$ cat src/rtl/n2a_pkg.sv
`default_nettype none
// ----------------------------------------------------------------------------
// n2a_pkg
// Shared widths, color constants and bundle types of the NV21 to ARGB
// converter.
// ----------------------------------------------------------------------------
package n2a_pkg;

  localparam int POS_W  = 21;  // byte position within a frame buffer
  localparam int IDX_W  = 20;  // pixel index on the output
  localparam int LIDX_W = 24;  // internal pixel index, wide enough for any store
  localparam int DIM_W  = 11;  // width and height registers
  localparam int HALF_W = 10;  // chroma columns per row
  localparam int FS_W   = 22;  // luma plane size
  localparam int TOT_W  = 23;  // whole frame buffer size
  localparam int DIV_W  = 20;  // chroma pair number
  localparam int CW     = 22;  // signed color arithmetic

  localparam logic REG_WIDTH  = 1'b0;
  localparam logic REG_HEIGHT = 1'b1;

  localparam logic [DIM_W-1:0] RST_WIDTH  = 11'd640;
  localparam logic [DIM_W-1:0] RST_HEIGHT = 11'd480;

  localparam logic signed [CW-1:0] C_Y   = 22'sd1192;
  localparam logic signed [CW-1:0] C_RV  = 22'sd1634;
  localparam logic signed [CW-1:0] C_GV  = 22'sd833;
  localparam logic signed [CW-1:0] C_GU  = 22'sd400;
  localparam logic signed [CW-1:0] C_BU  = 22'sd2066;
  localparam logic signed [CW-1:0] CHAN_MAX = 22'sd262143;
  localparam logic [7:0] Y_OFS = 8'd16;
  localparam logic signed [8:0] C_OFS = 9'sd128;
  localparam logic [7:0] ALPHA = 8'hff;

  typedef struct packed {
    logic [DIM_W-1:0]  w;
    logic [HALF_W-1:0] half;
    logic [FS_W-1:0]   fsize;
    logic [TOT_W-1:0]  total;
    logic              busy;
    logic              load;
    logic [HALF_W-1:0] ccol;
    logic [LIDX_W-1:0] row_base;
  } geom_t;

  typedef struct packed {
    logic [LIDX_W-1:0] base;
    logic [7:0]        v;
    logic [7:0]        u;
    logic              last;
  } job_t;

  typedef struct packed {
    logic busy;
    logic free;
  } job_stat_t;

  typedef struct packed {
    logic [IDX_W-1:0] idx;
    logic [31:0]      argb;
    logic             last;
    logic             eof;
  } pix_t;

  // Clamp to 18 bits and keep the top eight.
  function automatic logic [7:0] chan8(input logic signed [CW-1:0] x);
    logic [7:0] r;
    if (x < 0) begin
      r = 8'd0;
    end else if (x > CHAN_MAX) begin
      r = 8'hff;
    end else begin
      r = x[17:10];
    end
    return r;
  endfunction

endpackage
`default_nettype wire

$ cat src/rtl/n2a_geom.sv
`default_nettype none
// ----------------------------------------------------------------------------
// n2a_geom
// Register port and frame geometry: effective width and height, plane sizes,
// and the chroma column and row base that belong to the current position.
// ----------------------------------------------------------------------------
module n2a_geom
  import n2a_pkg::*;
#(
  parameter int MAX_WIDTH  = 1024,
  parameter int MAX_HEIGHT = 1024
) (
  input  wire logic             clk_i,
  input  wire logic             rst_ni,
  input  wire logic             psel,
  input  wire logic             penable,
  input  wire logic             pwrite,
  input  wire logic [2:0]       paddr,
  input  wire logic [31:0]      pwdata,
  output logic      [31:0]      prdata,
  output logic                  pready,
  input  wire logic [POS_W-1:0] pos_i,
  output geom_t                 geom_o
);

  localparam logic [DIM_W-1:0] LIM_W = (MAX_WIDTH > 2047) ? 11'h7ff : DIM_W'(MAX_WIDTH);
  localparam logic [DIM_W-1:0] LIM_H = (MAX_HEIGHT > 2047) ? 11'h7ff : DIM_W'(MAX_HEIGHT);
  localparam int CNT_W = $clog2(DIV_W);
  localparam int PRD_W = DIV_W + DIM_W;

  typedef enum logic [2:0] {
    RC_IDLE, RC_DIM, RC_MUL, RC_TOT, RC_SET, RC_DIV, RC_ROW
  } rc_state_e;

  rc_state_e         state_q;
  logic [DIM_W-1:0]  cfg_w_q, cfg_h_q;
  logic [DIM_W-1:0]  w_q, h_q;
  logic [HALF_W-1:0] half_q;
  logic [FS_W-1:0]   fsize_q;
  logic [TOT_W-1:0]  total_q;
  logic [DIV_W-1:0]  dvd_q;
  logic [HALF_W-1:0] rem_q, ccol_q;
  logic [CNT_W-1:0]  cnt_q;
  logic [LIDX_W-1:0] row_base_q;
  logic              load_q;
  logic              wr;
  logic [HALF_W:0]   trial;
  logic              qbit;
  logic [TOT_W-1:0]  pos_ext, k;
  logic [PRD_W-1:0]  prod;

  function automatic logic [DIM_W-1:0] eff_dim(input logic [DIM_W-1:0] v,
                                                input logic [DIM_W-1:0] lim);
    logic [DIM_W-1:0] r;
    r = (v > lim) ? lim : v;
    r[0] = 1'b0;
    if (r < 2) begin
      r = 11'd2;
    end
    return r;
  endfunction

  assign wr     = psel & penable & pwrite;
  assign pready = 1'b1;

  always_comb begin
    unique case (paddr[2])
      REG_WIDTH:  prdata = {{(32-DIM_W){1'b0}}, cfg_w_q};
      REG_HEIGHT: prdata = {{(32-DIM_W){1'b0}}, cfg_h_q};
      default:    prdata = '0;
    endcase
  end

  // One step of the restoring division of the pair number by the row's pairs.
  assign trial = {rem_q, dvd_q[DIV_W-1]};
  assign qbit  = (trial >= {1'b0, half_q});
  assign pos_ext = TOT_W'(pos_i);
  assign k       = pos_ext - TOT_W'(fsize_q);
  assign prod    = PRD_W'(dvd_q) * PRD_W'(w_q);

  always_ff @(posedge clk_i or negedge rst_ni) begin
    if (!rst_ni) begin
      state_q    <= RC_DIM;
      cfg_w_q    <= RST_WIDTH;
      cfg_h_q    <= RST_HEIGHT;
      w_q        <= '0;
      h_q        <= '0;
      half_q     <= '0;
      fsize_q    <= '0;
      total_q    <= '0;
      dvd_q      <= '0;
      rem_q      <= '0;
      ccol_q     <= '0;
      cnt_q      <= '0;
      row_base_q <= '0;
      load_q     <= 1'b0;
    end else begin
      load_q <= 1'b0;
      if (wr) begin
        unique case (paddr[2])
          REG_WIDTH:  cfg_w_q <= pwdata[DIM_W-1:0];
          REG_HEIGHT: cfg_h_q <= pwdata[DIM_W-1:0];
          default:    cfg_w_q <= cfg_w_q;
        endcase
        state_q <= RC_DIM;
      end else begin
        unique case (state_q)
          RC_IDLE: state_q <= RC_IDLE;
          RC_DIM: begin
            w_q     <= eff_dim(cfg_w_q, LIM_W);
            h_q     <= eff_dim(cfg_h_q, LIM_H);
            state_q <= RC_MUL;
          end
          RC_MUL: begin
            half_q  <= w_q[DIM_W-1:1];
            fsize_q <= FS_W'(w_q) * FS_W'(h_q);
            state_q <= RC_TOT;
          end
          RC_TOT: begin
            total_q <= TOT_W'(fsize_q) + TOT_W'(fsize_q[FS_W-1:1]);
            state_q <= RC_SET;
          end
          RC_SET: begin
            // Only a position inside the chroma area needs its pair located.
            if (pos_ext >= TOT_W'(fsize_q) && pos_ext < total_q) begin
              dvd_q   <= k[DIV_W:1];
              rem_q   <= '0;
              cnt_q   <= '0;
              state_q <= RC_DIV;
            end else begin
              state_q <= RC_IDLE;
            end
          end
          RC_DIV: begin
            rem_q <= qbit ? HALF_W'(trial - {1'b0, half_q}) : trial[HALF_W-1:0];
            dvd_q <= {dvd_q[DIV_W-2:0], qbit};
            cnt_q <= cnt_q + 1'b1;
            if (cnt_q == CNT_W'(DIV_W - 1)) begin
              state_q <= RC_ROW;
            end
          end
          RC_ROW: begin
            ccol_q     <= rem_q;
            row_base_q <= {prod[LIDX_W-2:0], 1'b0};
            load_q     <= 1'b1;
            state_q    <= RC_IDLE;
          end
          default: state_q <= RC_IDLE;
        endcase
      end
    end
  end

  always_comb begin
    geom_o.w        = w_q;
    geom_o.half     = half_q;
    geom_o.fsize    = fsize_q;
    geom_o.total    = total_q;
    geom_o.busy     = (state_q != RC_IDLE) | load_q;
    geom_o.load     = load_q;
    geom_o.ccol     = ccol_q;
    geom_o.row_base = row_base_q;
  end

endmodule
`default_nettype wire

$ cat config.mk
export PLATFORM = sky130hd
export DESIGN_NAME = n2a_geom
export DESIGN_NICKNAME = d
export VERILOG_FILES = /design/src/rtl/n2a_pkg.sv /design/src/rtl/n2a_geom.sv
export SDC_FILE = /design/constraint.sdc
export NUM_CORES = 1
export LEC_CHECK = 0
export ABC_AREA = 1
export ABC_CLOCK_PERIOD_IN_PS = 6500
export BUFFER_PORTS_ARGS = -buffer_cell sky130_fd_sc_hd__buf_2
export CAP_MARGIN = 20
export CORE_AREA = 5 5 264 266
export CTS_CLUSTER_DIAMETER = 100
export DETAILED_ROUTE_END_ITERATION = 10
export DIE_AREA = 0 0 269 271
export PLACE_DENSITY = 0.56
export SYNTH_ARGS = -nofsm -noshare
export SYNTH_HDL_FRONTEND = slang
export SYNTH_SLANG_ARGS = --single-unit
export TNS_END_PERCENT = 50
$ cat constraint.sdc
create_clock -name clk_i -period 6.5 [get_ports clk_i]
set_input_delay 1.625 -clock clk_i [delete_from_list [all_inputs] [get_ports clk_i]]
set_output_delay 1.625 -clock clk_i [all_outputs]
set_load 0.005 [all_outputs]
==> metrics list <==
- The run finished with clean final reports.
* RSZ-0062 raised after global routing: false
- R2R setup slack: 0.80 ns
- Num Clock Sinks: ~170
* Count of buffers from port buffering: 143
* Most common cell on crit path: fa_1
* Required time of the critical path: 6.89 ns
- In this run the worst setup path terminates at row_base_q[22].
- Worst Setup Start Kind: flop
- Gp weighted congestion: 0.9288
- Maximum cell stage delay along the critical path: slightly above 1 ns
- In the global route stage, overall resource usage came out at 15.88%.
* Fin worst setup slack: ~0.8 ns
- Count of yosys warnings during synthesis: 0
- Highest ir drop seen on vdd: roughly 450 uV
- The final number of max-transition violations is 0.
- Final setup violation count: 0
* Period utilisation layout: 87.70%
* Min Tclk post-route: 5.701 ns
- Post-detail-place hpwl: 44650 um
- The number of antenna violations at the first check in global routing is 0.
- Measured along the x axis, the die boundary spans 269 um.
- Number of CTS-inserted buffers: 17
- The die covers ~73000 um2.
- Effective utilization at floorplan: 29.75%
* Antenna viol nets, final: 0
* Async set-or-reset flop fraction in the synthesized netlist: 100.0%
- In the routed layout, each cell is associated on average with a via count of 4.573.
- The analysis attributes to cell leakage a power of 12.79 nW.
- Relative to the synthesized area, the layout overhead comes to 10.42%.
- Fill cells in the final layout number 7358.
- OpenSTA, run right after detailed placement, puts the worst setup slack at 0.8181 ns.
- Clock tree from TritonCTS: yes
* Number of H-tree branching levels: 4
* Maximum net fanout on the critical path: 22
- In this run the standard cell core region covers ~67000 um2.
* Number of storage elements in the synthesis netlist: between 150 and 200
- Wire length of the first global-routing pass: 92580 um
* Site Rows: 95
* Main synth FF type: dfrtp_1
- Clock-pin slew was measured on the worst setup and hold paths at about 0.07 ns.
- Netlist cell types: 45
- For the pin with the worst max-slew slack, the measured transition is 1.043 ns.
- For the worst flop-to-flop path, the logic depth is 19.
- The critical path is of the reg2reg type.
- The final layout contains routed wiring with a total length of between 50000 and 60000 um.
- The path class of the tightest hold or removal check is reg2reg.
- Post-layout net count: between 3000 and 4000
- From bottom edge to top edge, the die measures 271 um.
- At the worst endpoint, the arrival time is 6.09 ns.
* Post-synth EDFFs: 0
- GRT Residual Overflow: 0
* Routed wire length per instance: 14.88 um
- The tool flagged a number of max-cap violations equal to 0.
- Root Buffer Master: clkbuf_16
- Reg-to-reg endpoint: row_base_q[22]
- Count of final hold-check violations: 0
* Insertion delay to the later sink of the worst-skew pair: 0.51 ns
- Proportion of layout cells with a drive suffix above 1: 8.156%
* Clock tree buffer depth: 2
- Via count of the first global-routing pass: ~17000
* Cells traversed along the worst timing path: buf_4 -> nand2_1 -> fa_1 -> fa_1 -> inv_1 -> fa_1 -> inv_1 -> fa_1 -> fa_1 -> inv_1 -> ha_1 -> nand2_1 -> nor2_1 -> nor3b_1 -> nand4_1 -> nand3_1 -> nand2_1 -> nand3_1 -> nand2_1
- Vias: 17339
- STA classifies the critical path endpoint as a flop.
- Top-Level Pins: approximately 200
- Post-Syn Area: 19870 um2
- Drt initial violations: between 1000 and 1500
* Final sum of negative setup slack: 0 ns
* Sequential share of the synthesized area: 20.82%
- Synth Instances: 2817
- The number of hold buffers added after CTS was 0.
- For this run, the top clock speed supported by timing is 175.4 MHz.
* Worst reg2reg path startpoint: w_q[4]
- Cell with the largest stage delay on the worst path: dfrtp_1
- On the final layout, the worst clock skew is approximately 0.017 ns.
- DR pass1 iterations: 5
- Pin count of the biggest net entering global routing: 135
- DRC: 0
- A synthesized cell averages 7.055 um2.
- Worst slew margin: 30.47%
* Pwr Density: 513.9 nW/um2
- Buffers added to address setup during post-CTS repair amount to 0.
* Beginning of the critical path: w_q[4]
- In this run, post-CTS repair resized a total of 0 instances.
sequential cells by signal, summed over array words and instances, names as in the netlist:
register,count
state_q,3
w_q,10
ccol_q,10
dvd_q,20
load_q,1
cnt_q,5
cfg_h_q,11
fsize_q,20
total_q,22
h_q,10
row_base_q,22
cfg_w_q,11
half_q,10
rem_q,10
per-stage QoR:
stage	area (um2)	total power, mW	std cells	hold slack (ns)	utilization (%)
final	21940	11.28	3792	0.4680	32.85
after global routing	21940	12.76	3791	0.4928	32.85
after CTS	21940	11.43	3791	0.4723	32.85
after detailed placement	21370	10.32	3759	0.4547	31.99
after global placement	21370	10.23	3759	0.4508	31.99
after floorplan	19970	7.881	2843	0.4472	-
cells by family (layout without fill, tap and decap cells):
kind of cell | after synthesis | after routing | share of synthesized area, %
and+or+nand+nor | 1267 | 1267 | 26.20
buffers and inverters | 712 | 787 | 14.18
adders and majority gates | 369 | 369 | 30.15
AOI/OAI and AO/OA | 269 | 269 | 7.159
DFF | 165 | 165 | 20.82
xor gates and xnor gates | 33 | 33 | 1.454
other | 2 | 29 | 0.03779
cell usage in the layout (no fill, tap or decap), types with 6 or more instances in the layout:
| cell type | netlist | final |
|---|---|---|
| nand2_1 | 906 | 906 |
| inv_1 | 584 | 584 |
| ha_1 | 186 | 186 |
| fa_1 | 183 | 183 |
| dfrtp_1 | 158 | 158 |
| o21ai_0 | 144 | 144 |
| nand3_1 | 143 | 143 |
| buf_2 | 11 | 142 |
| nor2_1 | 131 | 131 |
| a21oi_1 | 86 | 86 |
| conb_1 | 2 | 28 |
| nand4_1 | 26 | 26 |
| buf_4 | 29 | 22 |
| xnor2_1 | 20 | 20 |
| clkbuf_16 | 0 | 17 |
| nor3_1 | 16 | 15 |
| nand3b_1 | 14 | 14 |
| or2_2 | 14 | 14 |
| xor2_1 | 13 | 13 |
| o22ai_1 | 8 | 8 |
| dfstp_2 | 7 | 7 |
| inv_6 | 0 | 7 |
| a21o_1 | 6 | 6 |
worst max-delay path, delay by kind of cell (launching register included):
kind / cells / cell delay, ns
AND/OR/NAND/NOR: 9 / 1.13
flip-flops: 1 / 1.03
adder cells (fa/ha/maj): 6 / 2.94
buffers and inverters: 4 / 0.50
power breakdown:
| group | leakage (nW) | internal (mW) | switching, mW | total [mW] |
|---|---|---|---|---|
| registers | 2.13 | 1.39 | 0.748 | 2.14 |
| clock network | 0.279 | 0.515 | 0.515 | 1.03 |
| logic | 10.4 | 3.05 | 5.06 | 8.11 |
cell usage after synthesis, types with 6 or more instances:
cell type	count	area share, %
nand2_1	906	17
a21o_1	6	0.23
o22ai_1	8	0.25
nor2_1	131	2.5
xor2_1	13	0.57
nor3_1	16	0.40
clkbuf_1	74	1.4
o21ai_0	144	3.6
or2_2	14	0.44
dfrtp_1	158	20
inv_1	584	11
dfstp_2	7	0.93
nand3_1	143	3.6
nand4_1	26	0.82
buf_1	6	0.11
buf_2	11	0.28
nand3b_1	14	0.53
buf_4	29	1.1
fa_1	183	18
ha_1	186	12
a21oi_1	86	2.2
xnor2_1	20	0.88
per-layer routing:
| metal | wire length (um) | up-vias | global-route usage [%] |
|---|---|---|---|
| met5 | 0 | - | 0 |
| met4 | 1169 | 0 | 4.466 |
| met3 | 2737 | 70 | 2.672 |
| met2 | 25780 | 394 | 25.40 |
| met1 | 26730 | 8203 | 22.15 |
| li1 | - | 8672 | - |
worst min-delay path by stage:
stage	startpoint	end	slack, ns	cells past startpoint
floorplan	h_q[7]	h_q[7]	0.45	2
global placement	row_base_q[4]	row_base_q[4]	0.45	2
detailed placement	row_base_q[5]	row_base_q[5]	0.45	2
CTS	row_base_q[5]	row_base_q[5]	0.47	2
global route	row_base_q[4]	row_base_q[4]	0.49	2
finish	row_base_q[4]	row_base_q[4]	0.47	2
layout make-up:
class,count,area [um2],share of cell area [%]
timing repair buffer,166,907.1,4.134
tap,873,1092,4.978
antenna,1,2.502,0.01140
clock inverter,14,128.9,0.5873
clock buffer,18,439.2,2.001
inverter,589,2211,10.08
multi-input combinational,1966,13030,59.36
sequential,165,4138,18.86
No activity file was read; power rests on OpenSTA's default activity.
