## config.mk

```make
export PLATFORM = sky130hd
export DESIGN_NAME = n2a_pix_pipe
export DESIGN_NICKNAME = d
export VERILOG_FILES = /design/src/rtl/n2a_pkg.sv /design/src/rtl/n2a_pix_pipe.sv
export SDC_FILE = /design/constraint.sdc
export NUM_CORES = 1
export LEC_CHECK = 0
export CAP_MARGIN = 10
export CORE_MARGIN = 2
export CORE_UTILIZATION = 45
export DETAILED_ROUTE_END_ITERATION = 10
export DONT_BUFFER_PORTS = 1
export GPL_TIMING_DRIVEN = 0
export PLACE_DENSITY = 0.63
export SLEW_MARGIN = 20
export SYNTH_ARGS = -nofsm -noshare
export SYNTH_HDL_FRONTEND = slang
export SYNTH_SLANG_ARGS = --single-unit
```

## constraint.sdc

```tcl
create_clock -name clk_i -period 8.1 [get_ports clk_i]
set_input_delay 1.62 -clock clk_i [delete_from_list [all_inputs] [get_ports clk_i]]
set_output_delay 1.62 -clock clk_i [all_outputs]
set_load 0.01 [all_outputs]
```

## src/rtl/n2a_pkg.sv

```systemverilog
`default_nettype none
// ----------------------------------------------------------------------------
// n2a_pkg
// Shared widths, color constants and bundle types of the NV21 to ARGB
// converter.
// ----------------------------------------------------------------------------
package n2a_pkg;

  localparam int POS_W  = 21;  // byte position within a frame buffer
  localparam int IDX_W  = 20;  // pixel index on the output
  localparam int LIDX_W = 24;  // internal pixel index, wide enough for any store
  localparam int DIM_W  = 11;  // width and height registers
  localparam int HALF_W = 10;  // chroma columns per row
  localparam int FS_W   = 22;  // luma plane size
  localparam int TOT_W  = 23;  // whole frame buffer size
  localparam int DIV_W  = 20;  // chroma pair number
  localparam int CW     = 22;  // signed color arithmetic

  localparam logic REG_WIDTH  = 1'b0;
  localparam logic REG_HEIGHT = 1'b1;

  localparam logic [DIM_W-1:0] RST_WIDTH  = 11'd640;
  localparam logic [DIM_W-1:0] RST_HEIGHT = 11'd480;

  localparam logic signed [CW-1:0] C_Y   = 22'sd1192;
  localparam logic signed [CW-1:0] C_RV  = 22'sd1634;
  localparam logic signed [CW-1:0] C_GV  = 22'sd833;
  localparam logic signed [CW-1:0] C_GU  = 22'sd400;
  localparam logic signed [CW-1:0] C_BU  = 22'sd2066;
  localparam logic signed [CW-1:0] CHAN_MAX = 22'sd262143;
  localparam logic [7:0] Y_OFS = 8'd16;
  localparam logic signed [8:0] C_OFS = 9'sd128;
  localparam logic [7:0] ALPHA = 8'hff;

  typedef struct packed {
    logic [DIM_W-1:0]  w;
    logic [HALF_W-1:0] half;
    logic [FS_W-1:0]   fsize;
    logic [TOT_W-1:0]  total;
    logic              busy;
    logic              load;
    logic [HALF_W-1:0] ccol;
    logic [LIDX_W-1:0] row_base;
  } geom_t;

  typedef struct packed {
    logic [LIDX_W-1:0] base;
    logic [7:0]        v;
    logic [7:0]        u;
    logic              last;
  } job_t;

  typedef struct packed {
    logic busy;
    logic free;
  } job_stat_t;

  typedef struct packed {
    logic [IDX_W-1:0] idx;
    logic [31:0]      argb;
    logic             last;
    logic             eof;
  } pix_t;

  // Clamp to 18 bits and keep the top eight.
  function automatic logic [7:0] chan8(input logic signed [CW-1:0] x);
    logic [7:0] r;
    if (x < 0) begin
      r = 8'd0;
    end else if (x > CHAN_MAX) begin
      r = 8'hff;
    end else begin
      r = x[17:10];
    end
    return r;
  endfunction

endpackage
`default_nettype wire

```

## src/rtl/n2a_pix_pipe.sv

```systemverilog
`default_nettype none
// ----------------------------------------------------------------------------
// n2a_pix_pipe
// Pixel path: walks the four luma reads of a chroma pair, converts each
// pixel to ARGB and queues the results in front of the output channel.
// ----------------------------------------------------------------------------
module n2a_pix_pipe
  import n2a_pkg::*;
#(
  parameter int STORE_DEPTH = 1048576
) (
  input  wire logic              clk_i,
  input  wire logic              rst_ni,
  input  wire logic              job_load_i,
  input  wire job_t              job_i,
  input  wire logic [DIM_W-1:0]  w_i,
  output job_stat_t              stat_o,
  output logic                   rd_en_o,
  output logic      [LIDX_W-1:0] rd_idx_o,
  input  wire logic [7:0]        rd_data_i,
  output logic                   out_valid_o,
  input  wire logic              out_stall_i,
  output logic      [IDX_W-1:0]  pixel_index_o,
  output logic      [31:0]       argb_o,
  output logic                   last_of_run_o,
  output logic                   end_of_frame_o
);

  localparam int FIFO_DEPTH = 4;
  localparam int PTR_W = $clog2(FIFO_DEPTH);
  localparam int CNT_W = PTR_W + 1;

  job_t                    job_q;
  logic                    busy_q;
  logic [1:0]              cnt_q;
  logic                    issue, in_range;
  logic [LIDX_W-1:0]       idx;
  logic signed [8:0]       v_s, u_s;
  logic signed [CW-1:0]    rv, gv, bu;

  logic                    s1_valid_q, s1_inr_q, s1_last_q, s1_eof_q;
  logic [IDX_W-1:0]        s1_idx_q;
  logic signed [CW-1:0]    s1_rv_q, s1_gv_q, s1_bu_q;

  logic [7:0]              y8;
  logic signed [CW-1:0]    y_term;
  pix_t                    pix;

  pix_t                    fifo_q [FIFO_DEPTH];
  logic [PTR_W-1:0]        wr_ptr_q, rd_ptr_q;
  logic [CNT_W-1:0]        count_q;
  logic                    pop;

  // A read goes out only when the queue has room for it and the one in flight.
  assign issue    = busy_q & ((count_q + CNT_W'(s1_valid_q)) < CNT_W'(FIFO_DEPTH));
  assign idx      = job_q.base + (cnt_q[1] ? LIDX_W'(w_i) : '0) + LIDX_W'(cnt_q[0]);
  assign in_range = (32'(idx) < STORE_DEPTH);
  assign rd_en_o  = issue & in_range;
  assign rd_idx_o = idx;

  assign stat_o.busy = busy_q;
  assign stat_o.free = ~busy_q | (issue & (cnt_q == 2'd3));

  assign v_s = $signed({1'b0, job_q.v}) - C_OFS;
  assign u_s = $signed({1'b0, job_q.u}) - C_OFS;
  assign rv  = C_RV * CW'(v_s);
  assign gv  = -(C_GV * CW'(v_s)) - (C_GU * CW'(u_s));
  assign bu  = C_BU * CW'(u_s);

  always_ff @(posedge clk_i or negedge rst_ni) begin
    if (!rst_ni) begin
      busy_q <= 1'b0;
      cnt_q  <= '0;
    end else if (job_load_i) begin
      busy_q <= 1'b1;
      cnt_q  <= '0;
    end else if (issue) begin
      cnt_q <= cnt_q + 1'b1;
      if (cnt_q == 2'd3) begin
        busy_q <= 1'b0;
      end
    end
  end

  always_ff @(posedge clk_i) begin
    if (job_load_i) begin
      job_q <= job_i;
    end
  end

  always_ff @(posedge clk_i or negedge rst_ni) begin
    if (!rst_ni) begin
      s1_valid_q <= 1'b0;
    end else begin
      s1_valid_q <= issue;
    end
  end

  always_ff @(posedge clk_i) begin
    if (issue) begin
      s1_idx_q  <= idx[IDX_W-1:0];
      s1_inr_q  <= in_range;
      s1_last_q <= (cnt_q == 2'd3);
      s1_eof_q  <= (cnt_q == 2'd3) & job_q.last;
      s1_rv_q   <= rv;
      s1_gv_q   <= gv;
      s1_bu_q   <= bu;
    end
  end

  // Luma outside the store reads as zero, which floors to zero as well.
  assign y8     = (s1_inr_q && rd_data_i >= Y_OFS) ? (rd_data_i - Y_OFS) : 8'd0;
  assign y_term = $signed(CW'(y8)) * C_Y;

  always_comb begin
    pix.idx  = s1_idx_q;
    pix.argb = {ALPHA, chan8(y_term + s1_rv_q), chan8(y_term + s1_gv_q),
                chan8(y_term + s1_bu_q)};
    pix.last = s1_last_q;
    pix.eof  = s1_eof_q;
  end

  assign pop = (count_q != '0) & ~out_stall_i;

  always_ff @(posedge clk_i or negedge rst_ni) begin
    if (!rst_ni) begin
      wr_ptr_q <= '0;
      rd_ptr_q <= '0;
      count_q  <= '0;
    end else begin
      if (s1_valid_q) begin
        wr_ptr_q <= wr_ptr_q + 1'b1;
      end
      if (pop) begin
        rd_ptr_q <= rd_ptr_q + 1'b1;
      end
      count_q <= count_q + CNT_W'(s1_valid_q) - CNT_W'(pop);
    end
  end

  always_ff @(posedge clk_i) begin
    if (s1_valid_q) begin
      fifo_q[wr_ptr_q] <= pix;
    end
  end

  assign out_valid_o    = (count_q != '0);
  assign pixel_index_o  = fifo_q[rd_ptr_q].idx;
  assign argb_o         = fifo_q[rd_ptr_q].argb;
  assign last_of_run_o  = fifo_q[rd_ptr_q].last;
  assign end_of_frame_o = fifo_q[rd_ptr_q].eof;

endmodule
`default_nettype wire

```

==> qor.csv, run 1 <==
stage,metric,value,unit
timing,Final setup viols,0,
global_routing,largest net degree at the start of global routing,57,
route,total wire length,40800,um
final_layout,Final nets,1978,
timing,Final Hold Vio Count,0,
logic_synthesis,Mapped Area,0.0200,mm2
floorplanning,FP Rows,77,
clock_tree,Num Clock Sinks,315,
timing,RSZ-0062 raised after global routing,false,
final_layout,Layout area overhead,10.4,%
route,routed vias/inst,5.28,
clock_tree,clock slew at reported path FFs,0.06,ns
route,Avg WL per Cell,18.7,um
logic_synthesis,Post-Syn Instances,1506,
place,PortBufs,0,
run,max_cap viols,0,
final_layout,final core utilization,0.502,
timing,max-slew violation count,0,
logic_synthesis,Synth async-reset ratio,0.0349,
timing,worst-margin pin slew,1.19,ns
clock_tree,worst-skew pair later-pin latency,0.56,ns
logic_synthesis,Main synth FF type,edfxtp_1,
place,placed instance count,2109,
outcome,status,"finished, final reports clean",
logic_synthesis,synthesis warning total,0,
final_layout,area of the multi-input gates,0.00984,mm2
setup_path,endpoint class of the critical path,flip-flop,
setup_path,crit path kind,input port to flip-flop,
timing,Peak Freq,133,MHz
final_layout,n_diodes,0,
place,DP HPWL,30500,um
floorplanning,# IOs,146,
global_routing,initial antenna violation count,0,
floorplanning,die area,0.0462,mm2
logic_synthesis,Post-Syn Area per Cell,13.3,um2
final_layout,"commonest cells after routing, fill and taps aside","edfxtp_1 (304), ha_1 (295), inv_1 (185)",
place,RD Place Congestion,0.834,
route,DRT Pass-1 Iters,5,
clock_tree,clock buffer depth,3,
global_routing,global-route usage over all layers,0.179,
floorplanning,die width,215,um
timing,max_slew headroom,0.195,
route,DRC,0,
logic_synthesis,sequential fraction of the synthesis area,0.470,
clock_tree,TritonCTS buffer count,35,
logic_synthesis,#FFs+latches synth,315,
global_routing,global route overflow,0,
logic_synthesis,Netlist cell types,74,
global_routing,vias in the first global route,11500,
final_layout,Finished Layout Cells,2176,
route,Via Count,11500,
clock_tree,CTS tree,done,
final_layout,proportion of layout cells with a drive suffix above 1,0.104,
route,Iter 0 DRT Violations,697,
timing,Final Cycle Share,0.929,
route,Routed Antenna Nets,0,
setup_path,CP Data Arrival Time,7.79,ns
logic_synthesis,"EDFF count, synth",304,
global_routing,global-route wire length before repair,64200,um
floorplanning,Die Span Y,215,um
timing,Hold WS,0.498,ns
final_layout,"most common cell after layout, fill and taps aside",edfxtp_1,
clock_tree,CTS root buffer,clkbuf_16,
final_layout,FF/Latch Area,0.00940,mm2
clock_tree,htree depth,2,
timing,clock skew,0.0302,ns
timing,Final Critical Period,7.52,ns
setup_path,Startpoint Class,input port,
floorplanning,Initial Util,0.455,
worst_hold_path,Hold WC Path Type,flip-flop to flip-flop,
setup_path,WP data required,8.37,ns
setup_path,CP Max Fanout,8,
floorplanning,Core ar.,0.0440,mm2
final_layout,fill count,3750,
-- critical path, cell delays in order --
cell	delay [ns]
inv_1	0.03
ha_1	0.20
nor3b_4	0.16
nand2_1	0.09
nand2_1	0.16
nor2_1	0.37
ha_1	0.30
ha_1	0.28
inv_1	0.05
fa_1	0.50
fa_1	0.56
inv_1	0.05
ha_1	0.32
inv_1	0.06
o21bai_1	0.08
a21oi_1	0.24
o21bai_1	0.09
a21oi_1	0.30
or4b_1	0.46
nand4_1	0.18
ha_1	0.34
nand2_1	0.09
o21ai_0	0.12
o31ai_1	0.38
nor2_1	0.09
o31a_1	0.35
o21a_1	0.29
-- metrics by stage --
step / TNS (ns) / area [um2] / setup slack, ns
final: 0 / 22100 / 0.575
after global routing: 0 / 22100 / 0.125
after CTS: 0 / 22000 / 0.0231
after detailed placement: -26.09 / 20900 / -0.498
after global placement: -17.19 / 20800 / -0.407
after floorplan: 0 / 20000 / 0.730
-- flip-flops by register name, summed over array words and instances, names as in the netlist --
name and flops:
s1_idx_q 20, rd_ptr_q 2, s1_rv_q 18, s1_last_q 1
s1_inr_q 1, s1_eof_q 1, fifo_q 184, cnt_q 2
s1_bu_q 19, s1_gv_q 19, wr_ptr_q 2, count_q 3
s1_valid_q 1, job_q 41, busy_q 1
-- worst paths after layout --
check / end / depth (start not counted) / start / slack (ns)
setup / recovery: fifo_q[3][11] / 27 / rd_data_i[5] / 0.58
hold / removal: fifo_q[2][32] / 0 / s1_idx_q[6] / 0.50
setup reg to reg: s1_gv_q[19] / 24 / job_q[3] / 1.05
hold reg to reg: fifo_q[2][32] / 0 / s1_idx_q[6] / 0.50
max in group asynchronous: rd_ptr_q[1] / 0 / rst_ni / 7.26
min in group asynchronous: s1_valid_q / 0 / rst_ni / 0.76
-- synthesized netlist by cell type, drive strengths merged, types with 5 or more instances --
library cell / instances / area, um2
dfrtp: 11 / 275
a2111oi: 5 / 62.6
nand2: 48 / 180
ha: 295 / 3690
nor4: 5 / 67.6
nor2: 54 / 203
clkbuf: 8 / 30.0
o21a: 38 / 285
edfxtp: 304 / 9130
fa: 59 / 1180
nand4: 7 / 43.8
o211ai: 6 / 45.0
nor2b: 8 / 50.1
inv: 186 / 698
or2: 10 / 62.6
or3: 7 / 43.8
o311ai: 5 / 51.3
a21oi: 70 / 392
o21ai: 27 / 139
mux4: 46 / 1040
and2: 19 / 119
buf: 15 / 92.6
and3: 13 / 81.3
nand3: 23 / 120
nor3: 22 / 110
a31oi: 6 / 37.5
nand2b: 9 / 56.3
xor2: 34 / 305
a21o: 23 / 175
o21bai: 15 / 113
xnor2: 78 / 683
-- what timing repair did --
item,in CTS,in global routing
hold buffers,0,0
endpoints found under the setup margin,0,88
buffers inserted,0,5
gates resized for setup,0,2
-- cell families after synthesis --
logic type	synth area share
xor+xnor	0.0494
flops	0.470
fa+ha+maj	0.243
compound gates	0.0815
buf+inv	0.0410
mux	0.0534
simple gates	0.0611
other cells	0.000187
-- final cells by class --
class,instances,share of cell area
Sequential cell,315,0.425
Multi-Input combinational cell,989,0.445
Clock buffer,40,0.0409
Inverter,186,0.0317
Tap cell,592,0.0335
Clock inverter,21,0.0113
Timing Repair Buffer,10,0.00617
Buffer,23,0.00555
-- metal layers --
metal / track usage / vias to the layer above / wire (um)
met3: 0.0341 / 56 / 2160
met1: 0.252 / 5582 / 19200
met5: 0 / - / 0
met4: 0.0498 / 0 / 814
met2: 0.282 / 245 / 18600
li1: - / 5609 / -
Power of run 1 is left out: the tool's default activity adds up to more than one toggle a clock period on the data nets, which glitch-free logic cannot reach.
==> run 2, diff against run 1 <==
--- a/config.mk
+++ b/config.mk
@@ -7,11 +7,11 @@
 export LEC_CHECK = 0
 export CAP_MARGIN = 10
 export CORE_MARGIN = 2
-export CORE_UTILIZATION = 45
+export CORE_UTILIZATION = 60
 export DETAILED_ROUTE_END_ITERATION = 10
 export DONT_BUFFER_PORTS = 1
 export GPL_TIMING_DRIVEN = 0
-export PLACE_DENSITY = 0.63
+export PLACE_DENSITY = 0.79
 export SLEW_MARGIN = 20
 export SYNTH_ARGS = -nofsm -noshare
 export SYNTH_HDL_FRONTEND = slang
==> qor.csv, run 2 (synthesized netlist as in run 1, its figures left out) <==
stage,metric,value,unit,change
global_routing,global-route usage over all layers,0.233,,+0.0544
floorplanning,FP Rows,66,,-14%
timing,max-slew violation count,0,,unchanged
global_routing,vias in the first global route,11900,,+4.2%
route,DRC,0,,unchanged
route,Iter 0 DRT Violations,711,,+2.0%
route,total wire length,40100,um,-1.7%
route,DRT Pass-1 Iters,5,,unchanged
timing,worst-margin pin slew,1.13,ns,-0.0596 ns
route,routed vias/inst,5.86,,+11%
worst_hold_path,Hold WC Path Type,flip-flop to flip-flop,,
place,DP HPWL,29800,um,-2.5%
setup_path,WP data required,8.35,ns,-0.02 ns
setup_path,critical path's largest stage delay,0.56,ns,about the same
setup_path,Most common cell on crit path,ha_1,,
final_layout,max reg flops,184,,unchanged
setup_path,CP Data Arrival Time,7.95,ns,+0.16 ns
clock_tree,clock buffer depth,3,,unchanged
outcome,status,"finished, final reports clean",,
final_layout,n_diodes,0,,unchanged
timing,Final Cycle Share,0.951,,+0.0216
final_layout,Biggest register,fifo_q,,
global_routing,global route overflow,0,,unchanged
floorplanning,die width,187,um,-13%
timing,final worst slack,0.400,ns,-0.175 ns
timing,max_slew headroom,0.236,,+0.0403
timing,RSZ-0062 raised after global routing,false,,
place,DP Worst Slack,-0.258,ns,+0.240 ns
setup_path,crit path kind,input port to flip-flop,,
final_layout,Layout area overhead,8.73,%,
floorplanning,Initial Util,0.612,,+0.157
place,PortBufs,0,,unchanged
clock_tree,TritonCTS buffer count,34,,-2.9%
setup_path,Critical-path top delay cell,fa_1,,
final_layout,Final nets,1970,,-0.40%
floorplanning,die area,0.0348,mm2,-25%
route,Avg WL per Cell,19.9,um,+6.0%
floorplanning,Die Span Y,187,um,-13%
timing,Hold WS,0.497,ns,-0.00129 ns
floorplanning,Core ar.,0.0327,mm2,-26%
clock_tree,CTS root buffer,clkbuf_16,,
place,RD Place Congestion,0.838,,+0.49%
clock_tree,htree depth,2,,unchanged
floorplanning,# IOs,146,,unchanged
timing,Peak Freq,130,MHz,-2.3%
timing,Final Hold Vio Count,0,,unchanged
clock_tree,CTS tree,done,,
final_layout,"most common cell after layout, fill and taps aside",edfxtp_1,,
setup_path,CP Max Fanout,8,,unchanged
final_layout,Largest regs,"fifo_q x184, job_q x41, s1_idx_q x20",,
run,max_cap viols,0,,unchanged
global_routing,global-route wire length before repair,64000,um,-0.26%
route,Routed Antenna Nets,0,,unchanged
clock_tree,clock slew at reported path FFs,0.06,ns,about the same
final_layout,"commonest cells after routing, fill and taps aside","edfxtp_1 (304), ha_1 (295), inv_1 (185)",,
final_layout,final core utilization,0.665,,+0.163
setup_path,endpoint class of the critical path,flip-flop,,
timing,Final setup viols,0,,unchanged
global_routing,initial antenna violation count,0,,unchanged
timing,clock skew,0.0149,ns,-0.0152 ns
final_layout,proportion of layout cells with a drive suffix above 1,0.0990,,-0.00512
clock_tree,worst-skew pair later-pin latency,0.53,ns,-0.03 ns
global_routing,largest net degree at the start of global routing,57,,unchanged
route,Via Count,11800,,+2.8%
clock_tree,Num Clock Sinks,315,,unchanged
setup_path,Startpoint Class,input port,,
timing,Final Critical Period,7.70,ns,+0.175 ns
==> run 2: cell types whose count changed in the layout (fill, tap and decap cells not counted), moves of 2 or more <==
cell      previous run  this run
buf_12               3         0
buf_4               14        11
clkbuf_1            12        14
clkinv_1             5         2
clkinv_8             0         2
inv_16               2         0
==> run 2: area by class of cell <==
class | count | area, um2
Buffer | 23 | 123
Clock buffer | 41 | 898
Clock inverter | 18 | 201
Fill cell | 2351 | 10900
Inverter | 186 | 701
Multi-Input combinational cell | 989 | 9840
Sequential cell | 315 | 9400
Tap cell | 442 | 553
Timing Repair Buffer | 3 | 42.5
==> run 2: critical path: cells and delay by family <==
| family | cells | cell delay (ns) |
|---|---|---|
| simple gates | 5 | 1.05 |
| fa+ha+maj | 7 | 2.49 |
| xor+xnor | 1 | 0.40 |
| compound gates | 9 | 2.26 |
| buf+inv | 3 | 0.15 |
==> run 2: repair_timing <==
item / CTS / global route
resized for setup: 0 / 2
setup endpoints to repair: 0 / 32
setup buffers: 0 / 2
endpoints found under the hold margin: 0 / 0
hold buffers: 0 / 0
==> run 2: path summary, 6_finish.rpt <==
| path | depth (start not counted) | to | startpoint | slack, ns |
|---|---|---|---|---|
| worst max-delay path | 25 | fifo_q[3][12] | rd_data_i[5] | 0.40 |
| worst max register to register | 24 | s1_gv_q[19] | job_q[3] | 1.11 |
| max in group asynchronous | 0 | wr_ptr_q[0] | rst_ni | 7.25 |
| min in group asynchronous | 0 | count_q[1] | rst_ni | 0.78 |
| worst min-delay path | 0 | fifo_q[1][37] | s1_idx_q[11] | 0.50 |
| worst min register to register | 0 | fifo_q[1][37] | s1_idx_q[11] | 0.50 |
==> run 2: metal layers <==
metal / wire length [um] / part of all wire / GRT usage
met1: 16700 / 0.42 / 0.298
met2: 20000 / 0.50 / 0.410
met3: 2150 / 0.054 / 0.0365
met4: 1210 / 0.030 / 0.0717
met5: 0 / 0 / 0
==> run 2: stage by stage <==
step	instances	instance area, um2	setup TNS [ns]
global placement	1955	20600	-6.81
finish	2017	21800	0
floorplan	1513	20000	0
CTS	2015	21700	0
global route	2017	21800	0
detailed placement	1956	20600	-8.59
Power of run 2 is left out for the same reason.
